--- config.mk ---
export PLATFORM = sky130hd
export DESIGN_NAME = smoothed_amplitude_period_tracker_core
export DESIGN_NICKNAME = d
export VERILOG_FILES = /design/src/rtl/saptrk_pkg.sv /design/src/rtl/saptrk_ema.sv /design/src/rtl/saptrk_turn.sv /design/src/rtl/smoothed_amplitude_period_tracker_core.sv
export SDC_FILE = /design/constraint.sdc
export NUM_CORES = 2
export LEC_CHECK = 0
export ABC_AREA = 1
export CELL_PAD_IN_SITES_DETAIL_PLACEMENT = 1
export CELL_PAD_IN_SITES_GLOBAL_PLACEMENT = 2
export CORE_ASPECT_RATIO = 1.2
export CORE_MARGIN = 8
export CORE_UTILIZATION = 43
export CTS_BUF_LIST = sky130_fd_sc_hd__clkbuf_16
export DETAILED_ROUTE_END_ITERATION = 10
export DONT_BUFFER_PORTS = 1
export GPL_ROUTABILITY_DRIVEN = 0
export PLACE_DENSITY = 0.91
export RECOVER_POWER = 100
export SLEW_MARGIN = 40
export SYNTH_ARGS = -nofsm -noshare
export SYNTH_HDL_FRONTEND = slang
export SYNTH_HIERARCHICAL = 1
export SYNTH_SLANG_ARGS = --single-unit
export TNS_END_PERCENT = 10
--- constraint.sdc ---
create_clock -name clk -period 26.9 [get_ports clk]
set_input_delay 5.38 -clock clk [delete_from_list [all_inputs] [get_ports clk]]
set_output_delay 5.38 -clock clk [all_outputs]
set_load 0.05 [all_outputs]
--- src/rtl/saptrk_pkg.sv ---
// ----------------------------------------------------------------------------
// saptrk_pkg
// Shared codes, reset values and types of the amplitude/period tracker.
// ----------------------------------------------------------------------------
`default_nettype none

package saptrk_pkg;

    // Configuration register indexes
    localparam logic [1:0] CFG_GAIN    = 2'd0;
    localparam logic [1:0] CFG_MODE    = 2'd1;
    localparam logic [1:0] CFG_MIN_GAP = 2'd2;

    // Mode codes; the unused code behaves as filter only
    localparam logic [1:0] MODE_FILT_TRACK = 2'd0;
    localparam logic [1:0] MODE_FILT_ONLY  = 2'd1;
    localparam logic [1:0] MODE_RAW_TRACK  = 2'd2;

    // Register reset values
    localparam logic [15:0] GAIN_RST    = 16'd0;
    localparam logic [1:0]  MODE_RST    = MODE_FILT_TRACK;
    localparam logic [7:0]  MIN_GAP_RST = 8'd12;

    // Tracker result for one sample
    typedef struct packed {
        logic        turn;
        logic [14:0] amplitude;
        logic [15:0] period;
    } trk_res_t;

endpackage

`default_nettype wire

--- src/rtl/saptrk_ema.sv ---
// ----------------------------------------------------------------------------
// saptrk_ema
// Exponential low-pass filter on a Q16.16 accumulator with a Q0.16 gain.
// ----------------------------------------------------------------------------
`default_nettype none

module saptrk_ema (
    input  wire logic               clk,
    input  wire logic               rst_n,
    input  wire logic               step,
    input  wire logic               upd,
    input  wire logic signed [15:0] sample,
    input  wire logic        [15:0] gain,
    output logic signed      [15:0] filtered
);

    logic signed [31:0] acc_reg;
    logic signed [31:0] acc_next;
    logic signed [32:0] diff;
    logic signed [49:0] prod;
    logic signed [32:0] delta;

    // acc - floor(gain * (acc - sample * 2^16) / 2^16)
    always_comb
    begin
        diff     = {acc_reg[31], acc_reg} - {sample[15], sample, 16'd0};
        prod     = diff * $signed({1'b0, gain});
        delta    = prod[48:16];
        acc_next = acc_reg - delta[31:0];
        filtered = upd ? acc_next[31:16] : acc_reg[31:16];
    end

    always_ff @(posedge clk or negedge rst_n)
    begin
        if (!rst_n)
        begin
            acc_reg <= '0;
        end
        else if (step && upd)
        begin
            acc_reg <= acc_next;
        end
    end

endmodule

`default_nettype wire

--- src/rtl/saptrk_turn.sv ---
// ----------------------------------------------------------------------------
// saptrk_turn
// Turning point tracker: extremes, half amplitude, running period average.
// ----------------------------------------------------------------------------
`default_nettype none

module saptrk_turn (
    input  wire logic               clk,
    input  wire logic               rst_n,
    input  wire logic               step,
    input  wire logic               trk_en,
    input  wire logic signed [15:0] feed,
    input  wire logic        [7:0]  min_gap,
    output saptrk_pkg::trk_res_t    res
);

    logic signed [15:0] prev_reg;
    logic               prev_neg_reg;
    logic        [15:0] ticks_reg;
    logic        [15:0] period_reg;
    logic signed [15:0] low_reg;
    logic signed [15:0] high_reg;
    logic               rising_reg;
    logic        [14:0] amp_reg;

    logic        [15:0] ticks_next;
    logic        [15:0] period_next;
    logic signed [15:0] low_next;
    logic signed [15:0] high_next;
    logic               rising_next;
    logic        [14:0] amp_next;

    logic signed [16:0] d;
    logic               d_pos;
    logic               turn;
    logic signed [16:0] span;
    logic        [16:0] span_abs;
    logic        [16:0] per_sum;

    always_comb
    begin
        d       = {feed[15], feed} - {prev_reg[15], prev_reg};
        d_pos   = !d[16] && (d != '0);
        turn    = trk_en && ((!d[16]) == prev_neg_reg) && (ticks_reg > {8'd0, min_gap});

        low_next    = low_reg;
        high_next   = high_reg;
        rising_next = rising_reg;
        amp_next    = amp_reg;
        period_next = period_reg;
        ticks_next  = ticks_reg;

        // Latch the extreme matching the direction of the turn
        if (turn && d_pos && !rising_reg)
        begin
            low_next    = prev_reg;
            rising_next = 1'b1;
        end
        else if (turn && d[16] && rising_reg)
        begin
            high_next   = prev_reg;
            rising_next = 1'b0;
        end

        span     = {low_next[15], low_next} - {high_next[15], high_next};
        span_abs = span[16] ? 17'(-span) : 17'(span);
        per_sum  = {1'b0, ticks_reg} + {1'b0, period_reg};

        if (turn)
        begin
            amp_next = span_abs[15:1];
            if (ticks_reg != period_reg)
            begin
                period_next = per_sum[16:1];
            end
            ticks_next = '0;
        end
        else if (ticks_reg != 16'hFFFF)
        begin
            ticks_next = ticks_reg + 16'd1;
        end

        res.turn      = turn;
        res.amplitude = amp_next;
        res.period    = period_next;
    end

    always_ff @(posedge clk or negedge rst_n)
    begin
        if (!rst_n)
        begin
            prev_reg     <= '0;
            prev_neg_reg <= 1'b0;
            ticks_reg    <= '0;
            period_reg   <= '0;
            low_reg      <= '0;
            high_reg     <= '0;
            rising_reg   <= 1'b0;
            amp_reg      <= '0;
        end
        else if (step && trk_en)
        begin
            prev_reg     <= feed;
            prev_neg_reg <= d[16];
            ticks_reg    <= ticks_next;
            period_reg   <= period_next;
            low_reg      <= low_next;
            high_reg     <= high_next;
            rising_reg   <= rising_next;
            amp_reg      <= amp_next;
        end
    end

endmodule

`default_nettype wire

--- src/rtl/smoothed_amplitude_period_tracker_core.sv ---
// ----------------------------------------------------------------------------
// smoothed_amplitude_period_tracker_core
// EMA filter and a turning point tracker fed by it or by the raw sample, one result per sample.
//
//  Channel  Dir  Handshake                     Content
//  s_axis   in   s_axis_tvalid/s_axis_tready   sample
//  m_axis   out  m_axis_tvalid/m_axis_tready   filtered, amplitude, period, turn
//  cfg      in   cfg_valid/cfg_ready           register index, write data
//
//  One sample per cycle sustained while m_axis_tready stays high. The filter
//  multiply and the tracker compare share the single stage between the input
//  register and the result register. Reset clears the filter, the tracker,
//  the valid flags and loads the configuration reset values; no clearing pass.
//  A stalled result holds while one more sample waits in the input register.
// ----------------------------------------------------------------------------
`default_nettype none

module smoothed_amplitude_period_tracker_core (
    input  wire logic        clk,
    input  wire logic        rst_n,
    input  wire logic        s_axis_tvalid,
    output logic             s_axis_tready,
    input  wire logic [15:0] s_axis_tdata,   // [15:0] sample
    output logic             m_axis_tvalid,
    input  wire logic        m_axis_tready,
    output logic [47:0]      m_axis_tdata,   // [15:0] filtered, [30:16] amplitude,
                                             // [46:31] period_avg, [47] zero
    output logic             m_axis_tuser,   // [0] turn_seen
    input  wire logic        cfg_valid,
    output logic             cfg_ready,
    input  wire logic [1:0]  cfg_index,
    input  wire logic [15:0] cfg_data
);

    logic [15:0] gain_reg;
    logic [1:0]  mode_reg;
    logic [7:0]  min_gap_reg;

    logic               in_valid_reg;
    logic               in_valid_next;
    logic signed [15:0] sample_reg;
    logic               out_valid_reg;
    logic               out_valid_next;
    logic [47:0]        out_data_reg;
    logic               out_turn_reg;

    logic               step;
    logic               filt_upd;
    logic               trk_en;
    logic signed [15:0] filtered;
    logic signed [15:0] feed;
    saptrk_pkg::trk_res_t res;

    // Configuration writes
    assign cfg_ready = 1'b1;

    always_ff @(posedge clk or negedge rst_n)
    begin
        if (!rst_n)
        begin
            gain_reg    <= saptrk_pkg::GAIN_RST;
            mode_reg    <= saptrk_pkg::MODE_RST;
            min_gap_reg <= saptrk_pkg::MIN_GAP_RST;
        end
        else if (cfg_valid)
        begin
            case (cfg_index)
                saptrk_pkg::CFG_GAIN:    gain_reg    <= cfg_data;
                saptrk_pkg::CFG_MODE:    mode_reg    <= cfg_data[1:0];
                saptrk_pkg::CFG_MIN_GAP: min_gap_reg <= cfg_data[7:0];
                default:                 ;
            endcase
        end
    end

    // Flow control
    assign step          = in_valid_reg && (!out_valid_reg || m_axis_tready);
    assign s_axis_tready = !in_valid_reg || step;

    always_comb
    begin
        in_valid_next = in_valid_reg;
        if (s_axis_tvalid && s_axis_tready)
        begin
            in_valid_next = 1'b1;
        end
        else if (step)
        begin
            in_valid_next = 1'b0;
        end

        out_valid_next = out_valid_reg;
        if (step)
        begin
            out_valid_next = 1'b1;
        end
        else if (m_axis_tready)
        begin
            out_valid_next = 1'b0;
        end
    end

    always_ff @(posedge clk or negedge rst_n)
    begin
        if (!rst_n)
        begin
            in_valid_reg  <= 1'b0;
            out_valid_reg <= 1'b0;
        end
        else
        begin
            in_valid_reg  <= in_valid_next;
            out_valid_reg <= out_valid_next;
        end
    end

    // Input sample register
    always_ff @(posedge clk)
    begin
        if (s_axis_tvalid && s_axis_tready)
        begin
            sample_reg <= s_axis_tdata;
        end
    end

    // Mode decode
    assign filt_upd = (mode_reg != saptrk_pkg::MODE_RAW_TRACK);
    assign trk_en   = (mode_reg == saptrk_pkg::MODE_FILT_TRACK) ||
                      (mode_reg == saptrk_pkg::MODE_RAW_TRACK);
    assign feed     = (mode_reg == saptrk_pkg::MODE_RAW_TRACK) ? sample_reg : filtered;

    saptrk_ema u_ema (
        .clk      (clk),
        .rst_n    (rst_n),
        .step     (step),
        .upd      (filt_upd),
        .sample   (sample_reg),
        .gain     (gain_reg),
        .filtered (filtered)
    );

    saptrk_turn u_turn (
        .clk     (clk),
        .rst_n   (rst_n),
        .step    (step),
        .trk_en  (trk_en),
        .feed    (feed),
        .min_gap (min_gap_reg),
        .res     (res)
    );

    // Result register
    always_ff @(posedge clk)
    begin
        if (step)
        begin
            out_data_reg <= {1'b0, res.period, res.amplitude, filtered};
            out_turn_reg <= res.turn;
        end
    end

    assign m_axis_tvalid = out_valid_reg;
    assign m_axis_tdata  = out_data_reg;
    assign m_axis_tuser  = out_turn_reg;

endmodule

`default_nettype wire

# Word level (Yosys, flattened, before mapping)
# Cells that the tools add are included.
[word_totals]
ff_bits = 221
input_bits = 39
out_inout_bits = 52
[classes]
addsub = 7
n_mul = 1
order_cmp = 1
n_eq_ne = 7
muxes = 17
reduce_logical = 30
[ops]
columns = ["cell", "n"]
rows = [
  ["2-to-1 mux 16 bit", 10],
  ["multiplier 33 x 17 -> 48 bit", 1],
  ["subtractor 16 x 16 -> 17 bit", 2],
  ["subtractor 32 x 32 -> 33 bit", 1],
  ["subtractor 32 bit", 1],
  ["adder 16 x 16 -> 17 bit", 1],
  ["nonzero test 17 bit", 1],
  ["adder 16 x 1 -> 16 bit, second input constant", 1],
  ["> comparator 16 x 8 -> 1 bit", 1],
  ["!= test 16 bit", 1],
  ["!= test 16 bit, second input constant", 1],
  ["negation 16 bit", 1],
  ["2-to-1 mux 15 bit", 1],
  ["logical AND 1 bit", 11],
  ["AND reduction 2 bit", 5],
  ["nonzero test 2 bit", 4],
  ["2-to-1 mux 1 bit", 6],
  ["equality test 2 bit, second input constant", 2],
  ["zero test 1 bit", 4],
  ["zero test 2 bit", 2],
  ["logical OR 1 bit", 3],
  ["equality test 2 x 1 -> 1 bit, second input constant", 1],
  ["!= test 2 bit, second input constant", 1],
  ["equality test 1 bit", 1],
]

# Logic depth before layout (Yosys ltp)
[logic_depth]
word_depth = 18
mapped_depth = 84

# Modules after synthesis
# Netlist, hierarchy kept.
[by_module_without_submodules]
columns = ["module", "instances", "cells_each", "area_each_um2"]
rows = [
  ["saptrk_ema", 1, 3078, 22698.0],
  ["saptrk_turn", 1, 1349, 8476.9],
  ["smoothed_amplitude_period_tracker_core", 1, 249, 3340.7],
]

# Worst setup path before layout
# OpenSTA, ideal clock, no wires.
[synth_path]
kind = "register to register"
start = "register sample_reg[0]"
end = "register out_data_reg[27] (netlist: m_axis_tdata[27]), data pin"
setup_ns = 0.260
t_arrival_ns = 11.655
required_ns = 26.640
setup_slack_ns = 14.985
path_stages_with_launch = 76
path_buffers = 2
path_cell_list = "edfxtp_1 -> ha_1 -> fa_1 -> inv_1 -> nand2_1 -> nand2_1 -> nand3_1 -> nand2_1 -> nand2_1 -> nand2_1 -> nand2_1 -> nand2_1 -> clkbuf_1 -> nor2_1 -> fa_1 -> inv_1 -> fa_1 -> inv_1 -> [40 not listed] -> ha_1 -> inv_1 -> fa_1 -> inv_1 -> ha_1 -> inv_1 -> a21oi_1 -> nand3_1 -> nor2_1 -> nand2_1 -> nor2_1 -> nand2_1 -> nand2_1 -> nand2_1 -> nand2_1 -> nand2_1 -> nand2_1 -> o21ai_0"
[synth_rtl]
columns = ["element", "line", "source"]
rows = [
  ["start: declaration", "smoothed_amplitude_period_tracker_core.sv:41", "logic signed [15:0] sample_reg;"],
  ["start signal: assignment", "smoothed_amplitude_period_tracker_core.sv:122", "sample_reg <= s_axis_tdata;"],
  ["end signal: assignment", "smoothed_amplitude_period_tracker_core.sv:157", "out_data_reg <= {1'b0, res.period, res.amplitude, filtered};"],
  ["end: declaration", "smoothed_amplitude_period_tracker_core.sv:44", "logic [47:0] out_data_reg;"],
]

==> impl_results.md <==
* Die Y at 326.4 um
* Die width at 274.6 um
* Critical path peak fanout at 32
* Largest net degree at the start of global routing at 158
* Prevailing post-synth register cell: dfrtp_1
* Setup CP Type: reg2reg
* # IOs at 91
* Vias in the first global route at 33510
* Initial Util at 43.13%
* Synth area leaders: fa_1, nand2_1, inv_1, dfrtp_1, ha_1
* Setup bufs post-CTS at 0
* 1st-iter DRT viols at 1289
* Number of flip-flops in the largest register at 47
* CTS tree: done
* Critical Path RT at 27.16 ns
* First-pass GRT wire length at 181.1 mm
* Syn_area_per_cell at 7.381 um2
* Cell area after synthesis at 0.03452 mm2
* Worst Hold End: min_gap_reg[2]
* Antenna Violating Nets Remaining at 0
* Syn Nets at 5426
* Total global-route track usage at 25.52%
* Hold Startpoint: min_gap_reg[2]
* CP most frequent cell: nand2_1
* Setup slack, reg-to-reg at 8.88 ns
* Fin Hold WS at 0.4652 ns
* Clk sink count at 221
* Final net count at 5342
* Synth warnings at 6
* Fin. max-slew vios at 65
* DRC viols at 0
* # hold bufs at CTS at 0
* Die Area at 0.08963 mm2
* Share of the synthesized area in the top cell type at 28.65%
* CP endpoint kind: register
* Ratio of cells with drive above 1 in the final layout at 3.209%
* Worst Hold Class: reg2reg
* Core ar. at 0.08002 mm2
* Fraction of registers with async set/reset at 71.04%
* FF+latch count, synth at 221
* Crit path from: sample_reg[0]
* Via Count at 29930
* Worst hold path depth at 2
* CP max-delay cell: nor3_1
* Slew margin rel. at -88.15%
* Clk_lat worst skew at 0.56 ns
* Leading area contributor after synthesis: fa_1
* CP max stage delay at 1.48 ns
* Rows at 114
* Cells after Synth at 4676
* Reg2reg start: sample_reg[0]
* Grt ovf at 0
* Pre-antenna DRT Iters at 5
* Post-synth EDFFs at 64
* FMAX at 55.50 MHz
* Reg2reg end: m_axis_tdata[27]
* Netlist cell types at 60
* Post-synthesis sequential area ratio at 16.96%
* Slew @ Worst Pin at 2.822 ns
* Final period util at 66.98%
* Crit path time final at 18.02 ns
* Drt wl/cell at 19.97 um
* Final Hold Vio Count at 0
* Htree depth at 1
* # resized after CTS at 0
* Setup TNS at 0 ns
* Cells on worst reg2reg path at 70
* PortBufs at 0
* MaxCap Viol Count at 2
* Vias per cell at 5.286
* Worst-path clk slew at 0.06 ns
* Status: finished with violations
* Root buf cell: clkbuf_16
* Worst Skew at 0.02369 ns
* Syn-to-layout area delta at 5.209%
* Unrepaired setup endpoints after global routing: false
* Setup-failing EPs final at 0
* CTS buffer count at 26
* WP data arrival at 18.27 ns
* CTS Buffer Depth at 3
* Drt total wl at 113.1 mm
* Hpwl dp at 91.60 mm
* Failing checks: max-capacitance violations, max-slew violations
* Setup crit start kind: register
* Initial antenna violation count at 7
## cell families (layout without fill, tap and decap cells)
kind of cell / Yosys count / in the layout / share of synthesized area, %
XOR/XNOR: 75 / 75 / 1.947
multiplexers: 2 / 2 / 0.05800
adder cells (fa/ha/maj): 711 / 711 / 36.52
flip-flops: 221 / 221 / 16.96
other: 2 / 8 / 0.02176
AO/OA/AOI/OAI: 417 / 417 / 6.677
buffers and inverters: 1199 / 1135 / 13.33
AND/OR/NAND/NOR: 2049 / 2049 / 24.49
## cells in the final DEF (no fill, tap or decap), types with 3 or more instances in the layout
| master | count |
|---|---|
| a21boi_0 | 12 |
| a21o_1 | 12 |
| a21oi_1 | 167 |
| a31oi_1 | 8 |
| and3_1 | 3 |
| buf_4 | 34 |
| bufinv_16 | 3 |
| clkbuf_16 | 30 |
| clkinv_1 | 6 |
| clkinv_2 | 5 |
| clkinv_4 | 3 |
| dfrtp_1 | 152 |
| dfrtp_2 | 3 |
| diode_2 | 6 |
| edfxtp_1 | 64 |
| fa_1 | 494 |
| ha_1 | 217 |
| inv_1 | 1045 |
| inv_2 | 6 |
| nand2_1 | 1357 |
| nand2_2 | 6 |
| nand3_1 | 232 |
| nand3b_1 | 14 |
| nand4_1 | 59 |
| nor2_1 | 298 |
| nor2_2 | 9 |
| nor3_1 | 28 |
| nor4_1 | 5 |
| o211ai_1 | 5 |
| o21a_1 | 10 |
| o21ai_0 | 162 |
| o21ai_1 | 12 |
| o21ai_2 | 6 |
| o21bai_1 | 10 |
| or2_2 | 28 |
| xnor2_1 | 34 |
| xor2_1 | 39 |
## synth_stat cells (all sizes together) (12+ instances only)
cell type,n
buf,42
a21o,12
fa,494
a21oi,168
nand3b,14
or2,32
edfxtp,64
o21ai,180
nand3,233
ha,217
nor3,29
inv,1048
nor2,307
nand2,1365
xnor2,35
xor2,40
nand4,59
dfrtp,155
a21boi,13
clkbuf,105
## area by class of cell
type,instances,area (um2)
Fill cell,10160,43710
Multi-Input combinational cell,3256,24000
Sequential cell,221,5857
Inverter,1052,3949
Tap cell,1044,1306
Clock buffer,30,750.7
Timing Repair Buffer,35,259.0
Clock inverter,18,176.4
Antenna cell,6,15.01
## per-stage QoR
stage | cell area (um2) | cells | setup WS (ns) | util [%]
finish | 36310 | 5662 | 8.883 | 45.38
global placement | 35450 | 5608 | 11.15 | 44.30
global route | 36310 | 5662 | 7.709 | 45.38
CTS | 36380 | 5656 | 11.42 | 45.47
floorplan | 34520 | 4676 | 14.98 | -
detailed placement | 35460 | 5608 | 11.46 | 44.31
## worst max-delay path, delay by kind of cell (launching register included)
family	cells	cell delay [ns]
buf+inv	8	1.03
flops	1	0.40
simple gates	40	7.96
fa+ha+maj	13	5.34
compound gates	7	1.73
xor+xnor	2	1.25
## routing by layer
layer	vias up	global-route usage [%]	share of wire [%]
met5	-	0	0
met4	0	11.20	4.6
met3	260	2.465	3.6
met2	619	47.97	53
met1	15140	28.89	39
li1	13910	-	-
## worst max path at each step
stage	endpoint	slack, ns	cells past startpoint
2_1_floorplan	m_axis_tdata[27]	14.98	75
3_5_place_dp	m_axis_tdata[27]	11.46	70
4_1_cts	m_axis_tdata[27]	11.42	70
6_report	m_axis_tdata[27]	8.88	70
5_1_grt	m_axis_tdata[27]	7.71	70
3_3_place_gp	m_axis_tdata[27]	11.15	70
Power is left out: the tool's default activity adds up to more than one toggle a clock period on the data nets, which glitch-free logic cannot reach.
